==> src/rtl/core/ctp_pkg.sv <==
// Package for the chunky-to-planar converter.
// Shared constants, register map codes and the structs between the core modules.
// No dependencies.
`default_nettype none

package ctp_pkg;

	// fixed field widths
	localparam int PIX_W      = 8;
	localparam int DATA_W     = 8;
	localparam int ADDR_W     = 20;
	localparam int PADDR_W    = 4;
	localparam int PDATA_W    = 32;
	localparam int BW_REG_W   = 8;
	localparam int ROWS_REG_W = 11;
	localparam int NP_REG_W   = 4;

	// one byte per plane holds eight pixels, leftmost in the top bit
	localparam int GROUP_PIXELS = 8;
	localparam int TOP_BIT      = 7;

	// default sizes
	localparam int DEF_MAX_BYTE_WIDTH = 128;
	localparam int DEF_MAX_ROWS       = 1024;
	localparam int DEF_MAX_PLANES     = 8;
	localparam int DEF_TABLE_DEPTH    = 256;

	// register reset values
	localparam logic [BW_REG_W-1:0]   RST_BYTE_WIDTH  = 8'd40;
	localparam logic [ROWS_REG_W-1:0] RST_ROWS        = 11'd256;
	localparam logic [NP_REG_W-1:0]   RST_PLANE_COUNT = 4'd5;
	localparam logic                  RST_INTERLEAVED = 1'b0;

	typedef enum logic {
		OP_LOAD  = 1'b0,
		OP_PIXEL = 1'b1
	} op_t;

	typedef enum logic [1:0] {
		REG_BYTE_WIDTH  = 2'd0,
		REG_ROWS        = 2'd1,
		REG_PLANE_COUNT = 2'd2,
		REG_INTERLEAVED = 2'd3
	} reg_idx_t;

	// remapped pixel waiting in the first stage
	typedef struct packed {
		logic              valid;
		logic [DATA_W-1:0] mapped;
	} pix_s1_t;

	// emitter status towards the gather stage
	typedef struct packed {
		logic free;
		logic busy;
	} emit_stat_t;

	// address strides and plane count, derived from the registers
	typedef struct packed {
		logic [ADDR_W-1:0]   row_stride;
		logic [ADDR_W-1:0]   plane_stride;
		logic [NP_REG_W-1:0] planes;
	} emit_cfg_t;

	typedef struct packed {
		logic [ADDR_W-1:0] addr;
		logic [DATA_W-1:0] data;
		logic              last;
	} result_t;

endpackage

`default_nettype wire

==> src/rtl/core/ctp_intf.sv <==
// Stream interfaces of the chunky-to-planar converter: input items and plane bytes.
// Depends on ctp_pkg.
`default_nettype none

interface ctp_item_if import ctp_pkg::*; ();
	logic             valid;
	logic             ready;
	logic             op;
	logic [PIX_W-1:0] map_index;
	logic [PIX_W-1:0] map_value;
	logic [PIX_W-1:0] pixel_index;

	modport source(output valid, op, map_index, map_value, pixel_index, input ready);
	modport sink(input valid, op, map_index, map_value, pixel_index, output ready);
endinterface

interface ctp_result_if import ctp_pkg::*; ();
	logic              valid;
	logic              ready;
	logic [ADDR_W-1:0] byte_address;
	logic [DATA_W-1:0] plane_byte;
	logic              last;

	modport source(output valid, byte_address, plane_byte, last, input ready);
	modport sink(input valid, byte_address, plane_byte, last, output ready);
endinterface

`default_nettype wire

==> src/rtl/core/ctp_table.sv <==
// Palette reorder table: synchronous memory written by load items, read by pixels.
// Holds the first pipeline stage. Depends on ctp_pkg and ctp_intf.
`default_nettype none

module ctp_table import ctp_pkg::*; #(
	parameter int TABLE_DEPTH = DEF_TABLE_DEPTH
) (
	input  wire logic    clk,
	input  wire logic    arst_n,
	ctp_item_if.sink     items,
	input  wire logic    s1_adv,
	output pix_s1_t      s1
);

	localparam int TAB_W = $clog2(TABLE_DEPTH);

	logic [DATA_W-1:0] mem [TABLE_DEPTH];
	logic              accept;
	logic              valid_s1;
	logic              hit_s1;
	logic [DATA_W-1:0] rdata_s1;

	assign items.ready = !valid_s1 || s1_adv;
	assign accept      = items.valid && items.ready;

	// write lands at the accept edge, so a pixel in the next cycle reads it
	always_ff @(posedge clk) begin
		if (accept && items.op == OP_LOAD && 32'(items.map_index) < TABLE_DEPTH) begin
			mem[items.map_index[TAB_W-1:0]] <= items.map_value;
		end
		if (accept && items.op == OP_PIXEL) begin
			rdata_s1 <= mem[items.pixel_index[TAB_W-1:0]];
			hit_s1   <= 32'(items.pixel_index) < TABLE_DEPTH;
		end
	end

	always_ff @(posedge clk or negedge arst_n) begin
		if (!arst_n) begin
			valid_s1 <= 1'b0;
		end else if (items.ready) begin
			valid_s1 <= items.valid && items.op == OP_PIXEL;
		end
	end

	assign s1.valid  = valid_s1;
	assign s1.mapped = hit_s1 ? rdata_s1 : '0;

endmodule

`default_nettype wire

==> src/rtl/core/ctp_gather.sv <==
// Bitplane gather: per-plane byte accumulators and the pixel, column and row counters.
// Hands a finished group to the emitter. Depends on ctp_pkg.
`default_nettype none

module ctp_gather import ctp_pkg::*; #(
	parameter  int MAX_BYTE_WIDTH = DEF_MAX_BYTE_WIDTH,
	parameter  int MAX_ROWS       = DEF_MAX_ROWS,
	parameter  int MAX_PLANES     = DEF_MAX_PLANES,
	localparam int BW_W  = $clog2(MAX_BYTE_WIDTH + 1),
	localparam int NR_W  = $clog2(MAX_ROWS + 1),
	localparam int COL_W = $clog2(MAX_BYTE_WIDTH),
	localparam int ROW_W = (MAX_ROWS > 1) ? $clog2(MAX_ROWS) : 1
) (
	input  wire logic                         clk,
	input  wire logic                         arst_n,
	input  wire pix_s1_t                      s1,
	input  wire emit_stat_t                   emit_st,
	input  wire logic [BW_W-1:0]              bw,
	input  wire logic [NR_W-1:0]              nr,
	output logic                              s1_adv,
	output logic                              grp_load,
	output logic [MAX_PLANES-1:0][DATA_W-1:0] grp_bits,
	output logic [ROW_W-1:0]                  grp_row,
	output logic [COL_W-1:0]                  grp_col
);

	logic [MAX_PLANES-1:0][DATA_W-1:0] acc_q;
	logic [MAX_PLANES-1:0][DATA_W-1:0] acc_next;
	logic [2:0]                        pig_q;
	logic [COL_W-1:0]                  col_q;
	logic [ROW_W-1:0]                  row_q;
	logic                              completing;
	logic                              col_wrap;
	logic                              row_wrap;

	assign completing = pig_q == 3'(TOP_BIT);

	always_comb begin
		for (int p = 0; p < MAX_PLANES; p++) begin
			acc_next[p] = acc_q[p] | (DATA_W'(s1.mapped[p]) << (3'(TOP_BIT) - pig_q));
		end
	end

	// a finished group waits in this stage until the emitter can take it
	assign s1_adv   = s1.valid && (!completing || emit_st.free);
	assign grp_load = s1_adv && completing;
	assign grp_bits = acc_next;
	assign grp_row  = row_q;
	assign grp_col  = col_q;

	// limits may have shrunk below the counter; it then wraps on its next step
	assign col_wrap = 32'(col_q) + 32'd1 >= 32'(bw);
	assign row_wrap = 32'(row_q) + 32'd1 >= 32'(nr);

	always_ff @(posedge clk or negedge arst_n) begin
		if (!arst_n) begin
			acc_q <= '0;
			pig_q <= '0;
			col_q <= '0;
			row_q <= '0;
		end else if (s1_adv) begin
			if (completing) begin
				acc_q <= '0;
				pig_q <= '0;
				if (col_wrap) begin
					col_q <= '0;
					row_q <= row_wrap ? '0 : row_q + 1'b1;
				end else begin
					col_q <= col_q + 1'b1;
				end
			end else begin
				acc_q <= acc_next;
				pig_q <= pig_q + 3'd1;
			end
		end
	end

endmodule

`default_nettype wire

==> src/rtl/core/ctp_emit.sv <==
// Plane emitter: steps through the planes of a group, forms byte addresses and
// queues the plane bytes in a short output queue. Depends on ctp_pkg and ctp_intf.
`default_nettype none

module ctp_emit import ctp_pkg::*; #(
	parameter  int MAX_BYTE_WIDTH = DEF_MAX_BYTE_WIDTH,
	parameter  int MAX_ROWS       = DEF_MAX_ROWS,
	parameter  int MAX_PLANES     = DEF_MAX_PLANES,
	localparam int COL_W = $clog2(MAX_BYTE_WIDTH),
	localparam int ROW_W = (MAX_ROWS > 1) ? $clog2(MAX_ROWS) : 1
) (
	input  wire logic                              clk,
	input  wire logic                              arst_n,
	input  wire emit_cfg_t                         cfg,
	input  wire logic                              grp_load,
	input  wire logic [MAX_PLANES-1:0][DATA_W-1:0] grp_bits,
	input  wire logic [ROW_W-1:0]                  grp_row,
	input  wire logic [COL_W-1:0]                  grp_col,
	output emit_stat_t                             st,
	ctp_result_if.source                           results
);

	localparam int PL_W       = (MAX_PLANES > 1) ? $clog2(MAX_PLANES) : 1;
	localparam int OUTQ_DEPTH = 2;
	localparam int OQ_W       = $clog2(OUTQ_DEPTH);
	localparam int PROD_W     = ROW_W + ADDR_W;

	logic                              busy_q;
	logic [PL_W-1:0]                   plane_q;
	logic [MAX_PLANES-1:0][DATA_W-1:0] snap_q;
	logic [ADDR_W-1:0]                 addr_q;
	result_t                           q_q [OUTQ_DEPTH];
	logic [OQ_W-1:0]                   wr_q;
	logic [OQ_W-1:0]                   rd_q;
	logic [OQ_W:0]                     cnt_q;
	logic                              push;
	logic                              pop;
	logic                              last_plane;
	logic [PROD_W-1:0]                 row_prod;
	logic [ADDR_W-1:0]                 base;

	assign row_prod   = PROD_W'(grp_row) * PROD_W'(cfg.row_stride);
	assign base       = row_prod[ADDR_W-1:0] + ADDR_W'(grp_col);

	assign last_plane = NP_REG_W'(plane_q) + NP_REG_W'(1) == cfg.planes;
	assign push       = busy_q && cnt_q != (OQ_W + 1)'(OUTQ_DEPTH);
	assign pop        = results.valid && results.ready;

	// free decided from registered emitter and queue state only
	assign st.free = !busy_q || (push && last_plane);
	assign st.busy = busy_q;

	always_ff @(posedge clk or negedge arst_n) begin
		if (!arst_n) begin
			busy_q  <= 1'b0;
			plane_q <= '0;
			wr_q    <= '0;
			rd_q    <= '0;
			cnt_q   <= '0;
		end else begin
			if (grp_load) begin
				busy_q  <= 1'b1;
				plane_q <= '0;
			end else if (push) begin
				plane_q <= plane_q + 1'b1;
				if (last_plane) begin
					busy_q <= 1'b0;
				end
			end
			if (push) begin
				wr_q <= wr_q + 1'b1;
			end
			if (pop) begin
				rd_q <= rd_q + 1'b1;
			end
			cnt_q <= cnt_q + (OQ_W + 1)'(push) - (OQ_W + 1)'(pop);
		end
	end

	always_ff @(posedge clk) begin
		if (grp_load) begin
			snap_q <= grp_bits;
			addr_q <= base;
		end else if (push) begin
			addr_q <= addr_q + cfg.plane_stride;
		end
		if (push) begin
			q_q[wr_q] <= '{addr: addr_q, data: snap_q[plane_q], last: last_plane};
		end
	end

	assign results.valid        = cnt_q != '0;
	assign results.byte_address = q_q[rd_q].addr;
	assign results.plane_byte   = q_q[rd_q].data;
	assign results.last         = q_q[rd_q].last;

endmodule

`default_nettype wire

==> src/rtl/core/chunky_to_planar_converter.sv <==
// Chunky-to-planar converter: 1 item per cycle in when not stalled; the eighth pixel
// passes first stage, emitter and queue, then one plane byte per cycle while accepted.
// Rate is set by the single table read per cycle and the one-byte-per-cycle emitter.
// Reset clears counters, accumulators, pipeline and queue, and loads register defaults;
// the reorder table holds nothing defined until loaded, and has no clearing pass.
// Depends on ctp_pkg, ctp_intf, ctp_table, ctp_gather and ctp_emit.
`default_nettype none

module chunky_to_planar_converter import ctp_pkg::*; #(
	parameter int MAX_BYTE_WIDTH = DEF_MAX_BYTE_WIDTH,
	parameter int MAX_ROWS       = DEF_MAX_ROWS,
	parameter int MAX_PLANES     = DEF_MAX_PLANES,
	parameter int TABLE_DEPTH    = DEF_TABLE_DEPTH
) (
	input  wire logic               clk,
	input  wire logic               arst_n,
	ctp_item_if.sink                items,
	ctp_result_if.source            results,
	input  wire logic               psel,
	input  wire logic               penable,
	input  wire logic               pwrite,
	input  wire logic [PADDR_W-1:0] paddr,
	input  wire logic [PDATA_W-1:0] pwdata,
	output logic      [PDATA_W-1:0] prdata,
	output logic                    pready
);

	localparam int BW_W  = $clog2(MAX_BYTE_WIDTH + 1);
	localparam int NR_W  = $clog2(MAX_ROWS + 1);
	localparam int COL_W = $clog2(MAX_BYTE_WIDTH);
	localparam int ROW_W = (MAX_ROWS > 1) ? $clog2(MAX_ROWS) : 1;

	logic [BW_REG_W-1:0]   byte_width_q;
	logic [ROWS_REG_W-1:0] rows_q;
	logic [NP_REG_W-1:0]   plane_count_q;
	logic                  interleaved_q;
	logic                  cfg_wr;
	reg_idx_t              reg_idx;

	logic [BW_W-1:0]             bw_c;
	logic [NR_W-1:0]             nr_c;
	logic [NP_REG_W-1:0]         np_c;
	logic [NP_REG_W+BW_W-1:0]    npbw;
	logic [NR_W+BW_W-1:0]        nrbw;
	emit_cfg_t                   cfg_q;

	pix_s1_t                           s1;
	emit_stat_t                        emit_st;
	logic                              s1_adv;
	logic                              grp_load;
	logic [MAX_PLANES-1:0][DATA_W-1:0] grp_bits;
	logic [ROW_W-1:0]                  grp_row;
	logic [COL_W-1:0]                  grp_col;

	// register file
	assign pready  = 1'b1;
	assign reg_idx = reg_idx_t'(paddr[3:2]);
	assign cfg_wr  = psel && penable && pwrite && pready;

	always_ff @(posedge clk or negedge arst_n) begin
		if (!arst_n) begin
			byte_width_q  <= RST_BYTE_WIDTH;
			rows_q        <= RST_ROWS;
			plane_count_q <= RST_PLANE_COUNT;
			interleaved_q <= RST_INTERLEAVED;
		end else if (cfg_wr) begin
			unique case (reg_idx)
				REG_BYTE_WIDTH:  byte_width_q  <= pwdata[BW_REG_W-1:0];
				REG_ROWS:        rows_q        <= pwdata[ROWS_REG_W-1:0];
				REG_PLANE_COUNT: plane_count_q <= pwdata[NP_REG_W-1:0];
				REG_INTERLEAVED: interleaved_q <= pwdata[0];
				default: ;
			endcase
		end
	end

	always_comb begin
		unique case (reg_idx)
			REG_BYTE_WIDTH:  prdata = PDATA_W'(byte_width_q);
			REG_ROWS:        prdata = PDATA_W'(rows_q);
			REG_PLANE_COUNT: prdata = PDATA_W'(plane_count_q);
			REG_INTERLEAVED: prdata = PDATA_W'(interleaved_q);
			default:         prdata = '0;
		endcase
	end

	// registers saturate into their usable range
	always_comb begin
		if (byte_width_q == '0) begin
			bw_c = BW_W'(1);
		end else if (32'(byte_width_q) > MAX_BYTE_WIDTH) begin
			bw_c = BW_W'(MAX_BYTE_WIDTH);
		end else begin
			bw_c = BW_W'(byte_width_q);
		end
		if (rows_q == '0) begin
			nr_c = NR_W'(1);
		end else if (32'(rows_q) > MAX_ROWS) begin
			nr_c = NR_W'(MAX_ROWS);
		end else begin
			nr_c = NR_W'(rows_q);
		end
		if (plane_count_q == '0) begin
			np_c = NP_REG_W'(1);
		end else if (32'(plane_count_q) > MAX_PLANES) begin
			np_c = NP_REG_W'(MAX_PLANES);
		end else begin
			np_c = plane_count_q;
		end
	end

	assign npbw = (NP_REG_W + BW_W)'(np_c) * (NP_REG_W + BW_W)'(bw_c);
	assign nrbw = (NR_W + BW_W)'(nr_c) * (NR_W + BW_W)'(bw_c);

	// strides are registered, settling in the cycle after a register write
	always_ff @(posedge clk) begin
		cfg_q.row_stride   <= interleaved_q ? ADDR_W'(npbw) : ADDR_W'(bw_c);
		cfg_q.plane_stride <= interleaved_q ? ADDR_W'(bw_c) : ADDR_W'(nrbw);
		cfg_q.planes       <= np_c;
	end

	ctp_table #(
		.TABLE_DEPTH(TABLE_DEPTH)
	) u_table (
		.clk    (clk),
		.arst_n (arst_n),
		.items  (items),
		.s1_adv (s1_adv),
		.s1     (s1)
	);

	ctp_gather #(
		.MAX_BYTE_WIDTH(MAX_BYTE_WIDTH),
		.MAX_ROWS      (MAX_ROWS),
		.MAX_PLANES    (MAX_PLANES)
	) u_gather (
		.clk      (clk),
		.arst_n   (arst_n),
		.s1       (s1),
		.emit_st  (emit_st),
		.bw       (bw_c),
		.nr       (nr_c),
		.s1_adv   (s1_adv),
		.grp_load (grp_load),
		.grp_bits (grp_bits),
		.grp_row  (grp_row),
		.grp_col  (grp_col)
	);

	ctp_emit #(
		.MAX_BYTE_WIDTH(MAX_BYTE_WIDTH),
		.MAX_ROWS      (MAX_ROWS),
		.MAX_PLANES    (MAX_PLANES)
	) u_emit (
		.clk      (clk),
		.arst_n   (arst_n),
		.cfg      (cfg_q),
		.grp_load (grp_load),
		.grp_bits (grp_bits),
		.grp_row  (grp_row),
		.grp_col  (grp_col),
		.st       (emit_st),
		.results  (results)
	);

	// a pixel transfer always lands in the first stage
	a_pixel_to_s1: assert property (@(posedge clk) disable iff (!arst_n)
		items.valid && items.ready && items.op == OP_PIXEL |=> s1.valid)
		else $error("pixel transfer did not reach first stage");

	// input held off only by a finished group waiting on a busy emitter
	a_stall_cause: assert property (@(posedge clk) disable iff (!arst_n)
		s1.valid && !items.ready |-> !emit_st.free)
		else $error("input stalled while emitter free");

	// a handed-over group keeps the emitter busy for at least one plane
	a_load_busy: assert property (@(posedge clk) disable iff (!arst_n)
		grp_load |=> emit_st.busy)
		else $error("emitter idle after group handover");

endmodule

`default_nettype wire
==> src/flat_wrapper.sv <==
// flat-port wrapper written by rule: the top's interface ports become plain ports
module chunky_to_planar_converter_flat import ctp_pkg::*;
#(
	parameter int MAX_BYTE_WIDTH = DEF_MAX_BYTE_WIDTH,
	parameter int MAX_ROWS       = DEF_MAX_ROWS,
	parameter int MAX_PLANES     = DEF_MAX_PLANES,
	parameter int TABLE_DEPTH    = DEF_TABLE_DEPTH
)
  (clk, arst_n, psel, penable, pwrite, paddr, pwdata, prdata, pready, items_valid, items_op, items_map_index, items_map_value, items_pixel_index, items_ready, results_valid, results_byte_address, results_plane_byte, results_last, results_ready);
  ctp_item_if items_i ();
  ctp_result_if results_i ();
  input  wire logic clk;
  input  wire logic arst_n;
  input  wire logic psel;
  input  wire logic penable;
  input  wire logic pwrite;
  input  wire logic [PADDR_W-1:0] paddr;
  input  wire logic [PDATA_W-1:0] pwdata;
  output logic      [PDATA_W-1:0] prdata;
  output logic pready;
  input wire logic [$bits(items_i.valid)-1:0] items_valid;
  input wire logic [$bits(items_i.op)-1:0] items_op;
  input wire logic [$bits(items_i.map_index)-1:0] items_map_index;
  input wire logic [$bits(items_i.map_value)-1:0] items_map_value;
  input wire logic [$bits(items_i.pixel_index)-1:0] items_pixel_index;
  output wire logic [$bits(items_i.ready)-1:0] items_ready;
  output wire logic [$bits(results_i.valid)-1:0] results_valid;
  output wire logic [$bits(results_i.byte_address)-1:0] results_byte_address;
  output wire logic [$bits(results_i.plane_byte)-1:0] results_plane_byte;
  output wire logic [$bits(results_i.last)-1:0] results_last;
  input wire logic [$bits(results_i.ready)-1:0] results_ready;
  assign items_i.valid = items_valid;
  assign items_i.op = items_op;
  assign items_i.map_index = items_map_index;
  assign items_i.map_value = items_map_value;
  assign items_i.pixel_index = items_pixel_index;
  assign items_ready = items_i.ready;
  assign results_valid = results_i.valid;
  assign results_byte_address = results_i.byte_address;
  assign results_plane_byte = results_i.plane_byte;
  assign results_last = results_i.last;
  assign results_i.ready = results_ready;
  chunky_to_planar_converter #(.MAX_BYTE_WIDTH(MAX_BYTE_WIDTH), .MAX_ROWS(MAX_ROWS), .MAX_PLANES(MAX_PLANES), .TABLE_DEPTH(TABLE_DEPTH)) u_core (.clk(clk), .arst_n(arst_n), .items(items_i), .results(results_i), .psel(psel), .penable(penable), .pwrite(pwrite), .paddr(paddr), .pwdata(pwdata), .prdata(prdata), .pready(pready));
endmodule
==> config.mk <==
export PLATFORM = sky130hd
export DESIGN_NAME = chunky_to_planar_converter_flat
export DESIGN_NICKNAME = d
export VERILOG_FILES = /design/src/rtl/core/ctp_pkg.sv /design/src/rtl/core/ctp_intf.sv /design/src/rtl/core/ctp_table.sv /design/src/rtl/core/ctp_gather.sv /design/src/rtl/core/ctp_emit.sv /design/src/rtl/core/chunky_to_planar_converter.sv /design/src/flat_wrapper.sv
export SDC_FILE = /design/constraint.sdc
export NUM_CORES = 2
export LEC_CHECK = 0
export BUFFER_PORTS_ARGS = -buffer_cell sky130_fd_sc_hd__buf_2
export CORE_ASPECT_RATIO = 1.1
export CORE_MARGIN = 2
export CORE_UTILIZATION = 30
export DETAILED_ROUTE_END_ITERATION = 10
export SYNTH_ARGS = -nofsm -noshare
export SYNTH_HDL_FRONTEND = slang
export SYNTH_SLANG_ARGS = --single-unit
==> constraint.sdc <==
create_clock -name clk -period 5.9 [get_ports clk]
set_input_delay 0.59 -clock clk [delete_from_list [all_inputs] [get_ports clk]]
set_output_delay 0.59 -clock clk [all_outputs]
set_load 0.05 [all_outputs]
Yosys cells after proc, flatten, opt, wreduce, memory -nomap -nowiden
Memory sizes are Yosys's and may differ from the RTL's. A register that Yosys moved wholly into a read port is not among the register bits. Index checks and enable logic that the tools add are counted.

Word-level logic and storage cells: 140. Bits in writable memories: 2106. Output and inout bits: 64. Latch bits: 0. Bits of input ports: 68. Memories: 2. Bits in read-only memories: 0. Flip-flop bits (word level): 245.

Shifts and indexed selects: 8. Divide/modulo/power cells: 0. $add $sub $neg: 14. $mul: 3. Multiplexer cells: 26. Magnitude comparators: 6. Equal/unequal tests: 6. Bitwise gates (word level): 9. Reduce and logical (&&, ||, !) cells: 31.

Memories: u_core.u_table.mem (depth 256, bits a word 8, rd ports 1, clocked after Yosys merged registers in 1, write ports 1, RTL line ctp_table.sv:17) `logic [DATA_W-1:0] mem [TABLE_DEPTH];`; u_core.u_emit.q_q (depth 2, bits a word 29, rd ports 1, clocked after Yosys merged registers in 0, write ports 1, RTL line ctp_emit.sv:32) `result_t q_q [OUTQ_DEPTH];`.

Operators with widths (number): case mux 32 bit (4 select lines) (1); 2-to-1 mux 64 bit (1); bitwise OR 8 bit (8); << shifter 1 x 3 -> 8 bit (8); 2-to-1 mux 20 bit (2); 2-to-1 mux 8 bit (5); binary-select mux 8 bit (select 3 bit) (1); 2-to-1 mux 11 bit (2); adder 20 bit (1); adder 20 x 7 -> 20 bit (1); multiplier 10 x 20 -> 20 bit (1); multiplier 11 x 8 -> 19 bit (1); multiplier 4 x 8 -> 12 bit (1); AND reduction 2 bit (6); adder 10 x 1 -> 11 bit, second input constant (1); >= comparator 11 bit (1); greater-than comparator 11 bit, second input constant (1); logical AND 1 bit (11); zero test 11 bit (1); adder 10 x 1 -> 10 bit, second input constant (1); 2-to-1 mux 10 bit (1); 2-to-1 mux 3 bit (3); adder 7 x 1 -> 8 bit, second input constant (1); >= comparator 8 bit (1); other kinds (26) (42).

Depth between registers and ports, before layout
Depth in word-level cells: 11. Mapped depth: 22. Depth with buffers taken out: 21.

Modules after synthesis
Synthesis repeated with hierarchy kept, for this count alone.

Cell total of the unflattened synthesis: 5900. Area total of the unflattened synthesis: 101412.3 um^2.

Modules (own cells, without submodules): ctp_table (times used 1, area an instance 79423.7 um^2, cells an instance 3749); ctp_emit (times used 1, area an instance 11478.5 um^2, cells an instance 991); chunky_to_planar_converter (times used 1, area an instance 5987.0 um^2, cells an instance 679); ctp_gather (times used 1, area an instance 4523.1 um^2, cells an instance 481).

Worst setup path after synthesis
No wires, ideal clock.

Path kind: flip-flop to flip-flop. Start: register u_core.u_gather.row_q[6] (netlist: u_core.u_gather.grp_row[6]). End: register u_core.u_emit.addr_q[19], data pin. Arrival: 5.109 ns. Path buffers: 2. Stages on the path, launching flop included: 20. Path slack: 0.519 ns. Path through: dfrtp_1 > clkbuf_1 > clkbuf_1 > and2_1 > fa_1 > fa_1 > inv_1 > fa_1 > inv_1 > fa_1 > fa_1 > ha_1 > a21o_1 > a21oi_1 > nor2b_1 > a311o_1 > a31oi_1 > o21ai_0 > mux2i_1 > a22oi_1.

Cells in the longest elaborated chain, start to end: 3.

Ends and longest elaborated chain: start, declared (RTL line ctp_gather.sv:31) `logic [ROW_W-1:0] row_q;`; start signal, assigned (RTL line ctp_gather.sv:67) `row_q <= row_wrap ? '0 : row_q + 1'b1;`; multiplier 10 x 20 -> 20 bit (RTL line ctp_emit.sv:42) `assign row_prod = PROD_W'(grp_row) * PROD_W'(cfg.row_stride);`; adder 20 x 7 -> 20 bit (RTL line ctp_emit.sv:43) `assign base = row_prod[ADDR_W-1:0] + ADDR_W'(grp_col);`; 2-to-1 mux 20 bit (RTL line ctp_emit.sv:81) `if (grp_load) begin`; end signal, assigned (RTL line ctp_emit.sv:83) `addr_q <= base;`; end signal, assigned (RTL line ctp_emit.sv:85) `addr_q <= addr_q + cfg.plane_stride;`; end, declared (RTL line ctp_emit.sv:31) `logic [ADDR_W-1:0] addr_q;`.

Every way passes these cells. A chain may end at the register's enable or synchronous reset.

Worst setup path after layout
Start: register u_core.cfg_q[30] (netlist name). End: register u_core.u_emit.addr_q[19], data pin.

Cells in the longest elaborated chain, start to end: 3.

Ends and longest elaborated chain: start, declared (RTL line chunky_to_planar_converter.sv:45) `emit_cfg_t cfg_q;`; multiplier 10 x 20 -> 20 bit (RTL line ctp_emit.sv:42); adder 20 x 7 -> 20 bit (RTL line ctp_emit.sv:43); 2-to-1 mux 20 bit (RTL line ctp_emit.sv:81).

Every way passes these cells.

==> results.toml <==
[layout]
fin_nets = 5899
post-route-util_pct = 34.5
syn_to_final_growth_pct = 14.7
fin_area_mm2 = 0.115
fillers = 30900
drive_above_1_share_pct = 25.6
layoutNonFillerInstCount = 10100

[power]
powerDensity_mw_per_mm2 = 350
ir_drop_mv = 0.268
seqPwrFrac_pct = 47.6
leakage_nw = 38.3
power_mw = 40.2
p_clk_share_pct = 38.9
p_sw_share_pct = 25.4
switchingPower_mw = 10.2
p_comb_share_pct = 13.5
p_int_mw = 30.0

[clock_tree]
clk_pin_slew_ps = 60
clockRootBuffer = "clkbuf_16"
cts_tree = "built"
clkSinkCount = 2350
clock_latency_ps = 920
cts_max_level = 4
numCtsBuffers = 244
clockBufferDepth = 4

[floorplanning]
initial_core_util_pct = 30.1
ios = 132
fp.coreArea_mm2 = 0.332
dieArea_mm2 = 0.338
die_x_um = 554
placementRows = 222
die_y_um = 610

[logic_synthesis]
ys_seq_elements = 2350
yosys-top-cells-count = "edfxtp_1 (2198), mux4_2 (689), nor2_1 (425), inv_1 (255), nand2_1 (211)"
synthCells = 5281
synth_most_common_cell = "edfxtp_1"
synth-edff-count = 2198
ys_types = 61
yosysTopAreaCell = "edfxtp_1"
synth.avg_cell_area_um2 = 18.9
yosys-top-cells-area = "edfxtp_1 (66%), mux4_2 (16%), fa_1 (3.0%), dfrtp_1 (2.8%), ha_1 (2.0%)"
synth.top_cell.area_share_pct = 66.0
synth_flop_cell = "edfxtp_1"
synth.yosys.seq_area_share_pct = 69.6
ys_warn_count = 0
synth_area_mm2 = 0.100
synthArstFlopShare_pct = 4.98

[routing]
antenna_left = 0
drc_errors = 0
wl_per_cell_um = 23.5
drt_iter0_markers = 4556
vias = 49500
drt-total-wl_um = 237000
dr.pass1.iters = 5
avgViaCountPerCell = 4.90

[place]
dp.cells = 9639
io_buffers = 86
dp_hpwl_um = 148000
pre_cts_ws_ps = 303
globalplace.congestion = 0.827
place_area_mm2 = 0.107

[setup_path]
cp-startpoint = "u_core.cfg_q[30]"
cp-end-kind = "register"
start_kind = "register"
crit_type = "reg2reg"
cp.arrival_ps = 6200
cp_max_fo = 10
timing.rr.start = "u_core.cfg_q[30]"
critPathRequiredTime_ps = 6470

[sta]
skew_ps = 127
fin_ws_ps = 269
period_needed_ps = 5630
setup-violations-final = 0
fmax_mhz = 178
rsz0062_at_grt = "no"
holdWs_ps = 69.9
drv_slew = 0
slew_headroom_pct = 16.3
worstMarginPinSlew_ps = 1250
hold_viol_final = 0
tns_ps = 0
fin_crit_sh_pct = 95.4

[outcome]
outcome = "finished clean"

[global_routing]
grt_pass1_vias = 51500
grt-ovfl-total = 0
track_usage_pct = 13.8
grt_pass1_wl_um = 351000
antenna_found_initial = 10
grt_max_degree = 205

[min_path]
hold_path_startpoint = "pwdata[2]"
min_path_type = "in2reg"

[run]
maxCapViolCount = 0
[placed cells by master, fill, tap and decap left out, drive strengths merged, types with 9 or more instances in the layout]
cell	Yosys	routed
a22oi	17	17
mux2i	9	9
o21ai	68	68
nor2	425	425
a211oi	9	9
a31o	35	35
a21oi	111	111
dfrtp	112	112
clkinv	6	109
or2	10	10
dfxtp	35	35
conb	2	22
a21o	53	53
xnor2	40	40
inv	255	264
o21bai	9	9
clkbuf	190	283
ha	156	156
nor3	12	12
mux2	66	66
fa	151	151
clkinvlp	0	16
bufinv	0	35
nor2b	48	48
buf	107	267
edfxtp	2198	2198
nand3	36	36
and2	96	96
mux4	689	689
nand2	211	211
nand2b	12	12
xor2	36	36
[repair_timing]
item,4_1_cts,5_1_grt
hold endpoints to repair,66,0
resized for setup,0,0
hold buffers,7,0
buffers inserted,0,0
[worst paths after layout]
check / end / slack, ps / depth (start not counted)
worst max-delay path: u_core.u_emit.addr_q[19] / 270 / 17
worst min-delay path: u_core.plane_count_q[2] / 70 / 2
worst max register to register: u_core.u_emit.addr_q[19] / 270 / 17
worst min register to register: u_core.u_emit.cnt_q[1] / 500 / 1
max in group asynchronous: u_core.u_gather.grp_col[2] / 4260 / 3
min in group asynchronous: u_core.u_emit.rd_q / 330 / 2
[critical path: stages (launching register included)]
cell     delay [ps]
dfxtp_1         570
and2_1          220
fa_1            420
fa_1            550
inv_1            50
fa_1            470
inv_1            60
fa_1            490
fa_1            410
ha_1            340
a21o_1          180
a21oi_1         280
nor2b_1          90
a311o_1         360
a31oi_1         330
o21ai_0         230
mux2i_1         200
a22oi_1         100
[sequential cells by signal, summed over array words and instances, names as in the netlist, 4 cells and up]
register	cells
u_core.byte_width_q	8
u_core.u_emit.snap_q	64
u_core.plane_count_q	4
u_core.u_table.rdata_s1	8
u_core.u_table.mem	2048
u_core.rows_q	11
u_core.u_gather.acc_q	64
u_core.u_emit.q_q	58
u_core.u_gather.grp_col	7
u_core.u_gather.grp_row	10
u_core.cfg_q	35
u_core.u_emit.addr_q	20
[power by group through the flow]
stage | logic (mW) | registers [mW] | clock network [mW]
after floorplan | 3.83 | 19.3 | 0
after global placement | 5.36 | 19.5 | 0
final | 5.42 | 19.2 | 15.6
after CTS | 5.49 | 19.2 | 15.9
after detailed placement | 5.44 | 19.5 | 0
after global routing | 5.94 | 19.2 | 16.6
[routing by layer]
layer,share of wire (%),global-route usage [%],vias up
met3,5.6,2.16,323
met2,50,23.3,1476
li1,-,-,21200
met1,42,18.7,26500
met5,0.017,0,-
met4,2.2,3.26,6
[kinds of logic after synthesis]
group / count (synthesis) / share of synthesized area, %
adder cells (fa/ha/maj): 307 / 4.98
flip-flops: 2350 / 69.6
AO/OA/AOI/OAI: 345 / 2.22
multiplexers: 764 / 16.4
XOR/XNOR: 76 / 0.666
AND/OR/NAND/NOR: 879 / 3.88
other: 2 / 0.00751
buffers and inverters: 558 / 2.26
[final cells by class]
class                           instances  area, µm²  area share [%]
Timing Repair Buffer                  274       2270            1.98
Multi-Input combinational cell       2393      28200            24.6
Inverter                              261        980           0.854
Clock buffer                          283       6280            5.48
Antenna cell                            3       7.51         0.00654
Clock inverter                        163       1830            1.59
Tap cell                             4368       5470            4.76
Sequential cell                      2350      69600            60.7
(Power assumes the default switching activity.)
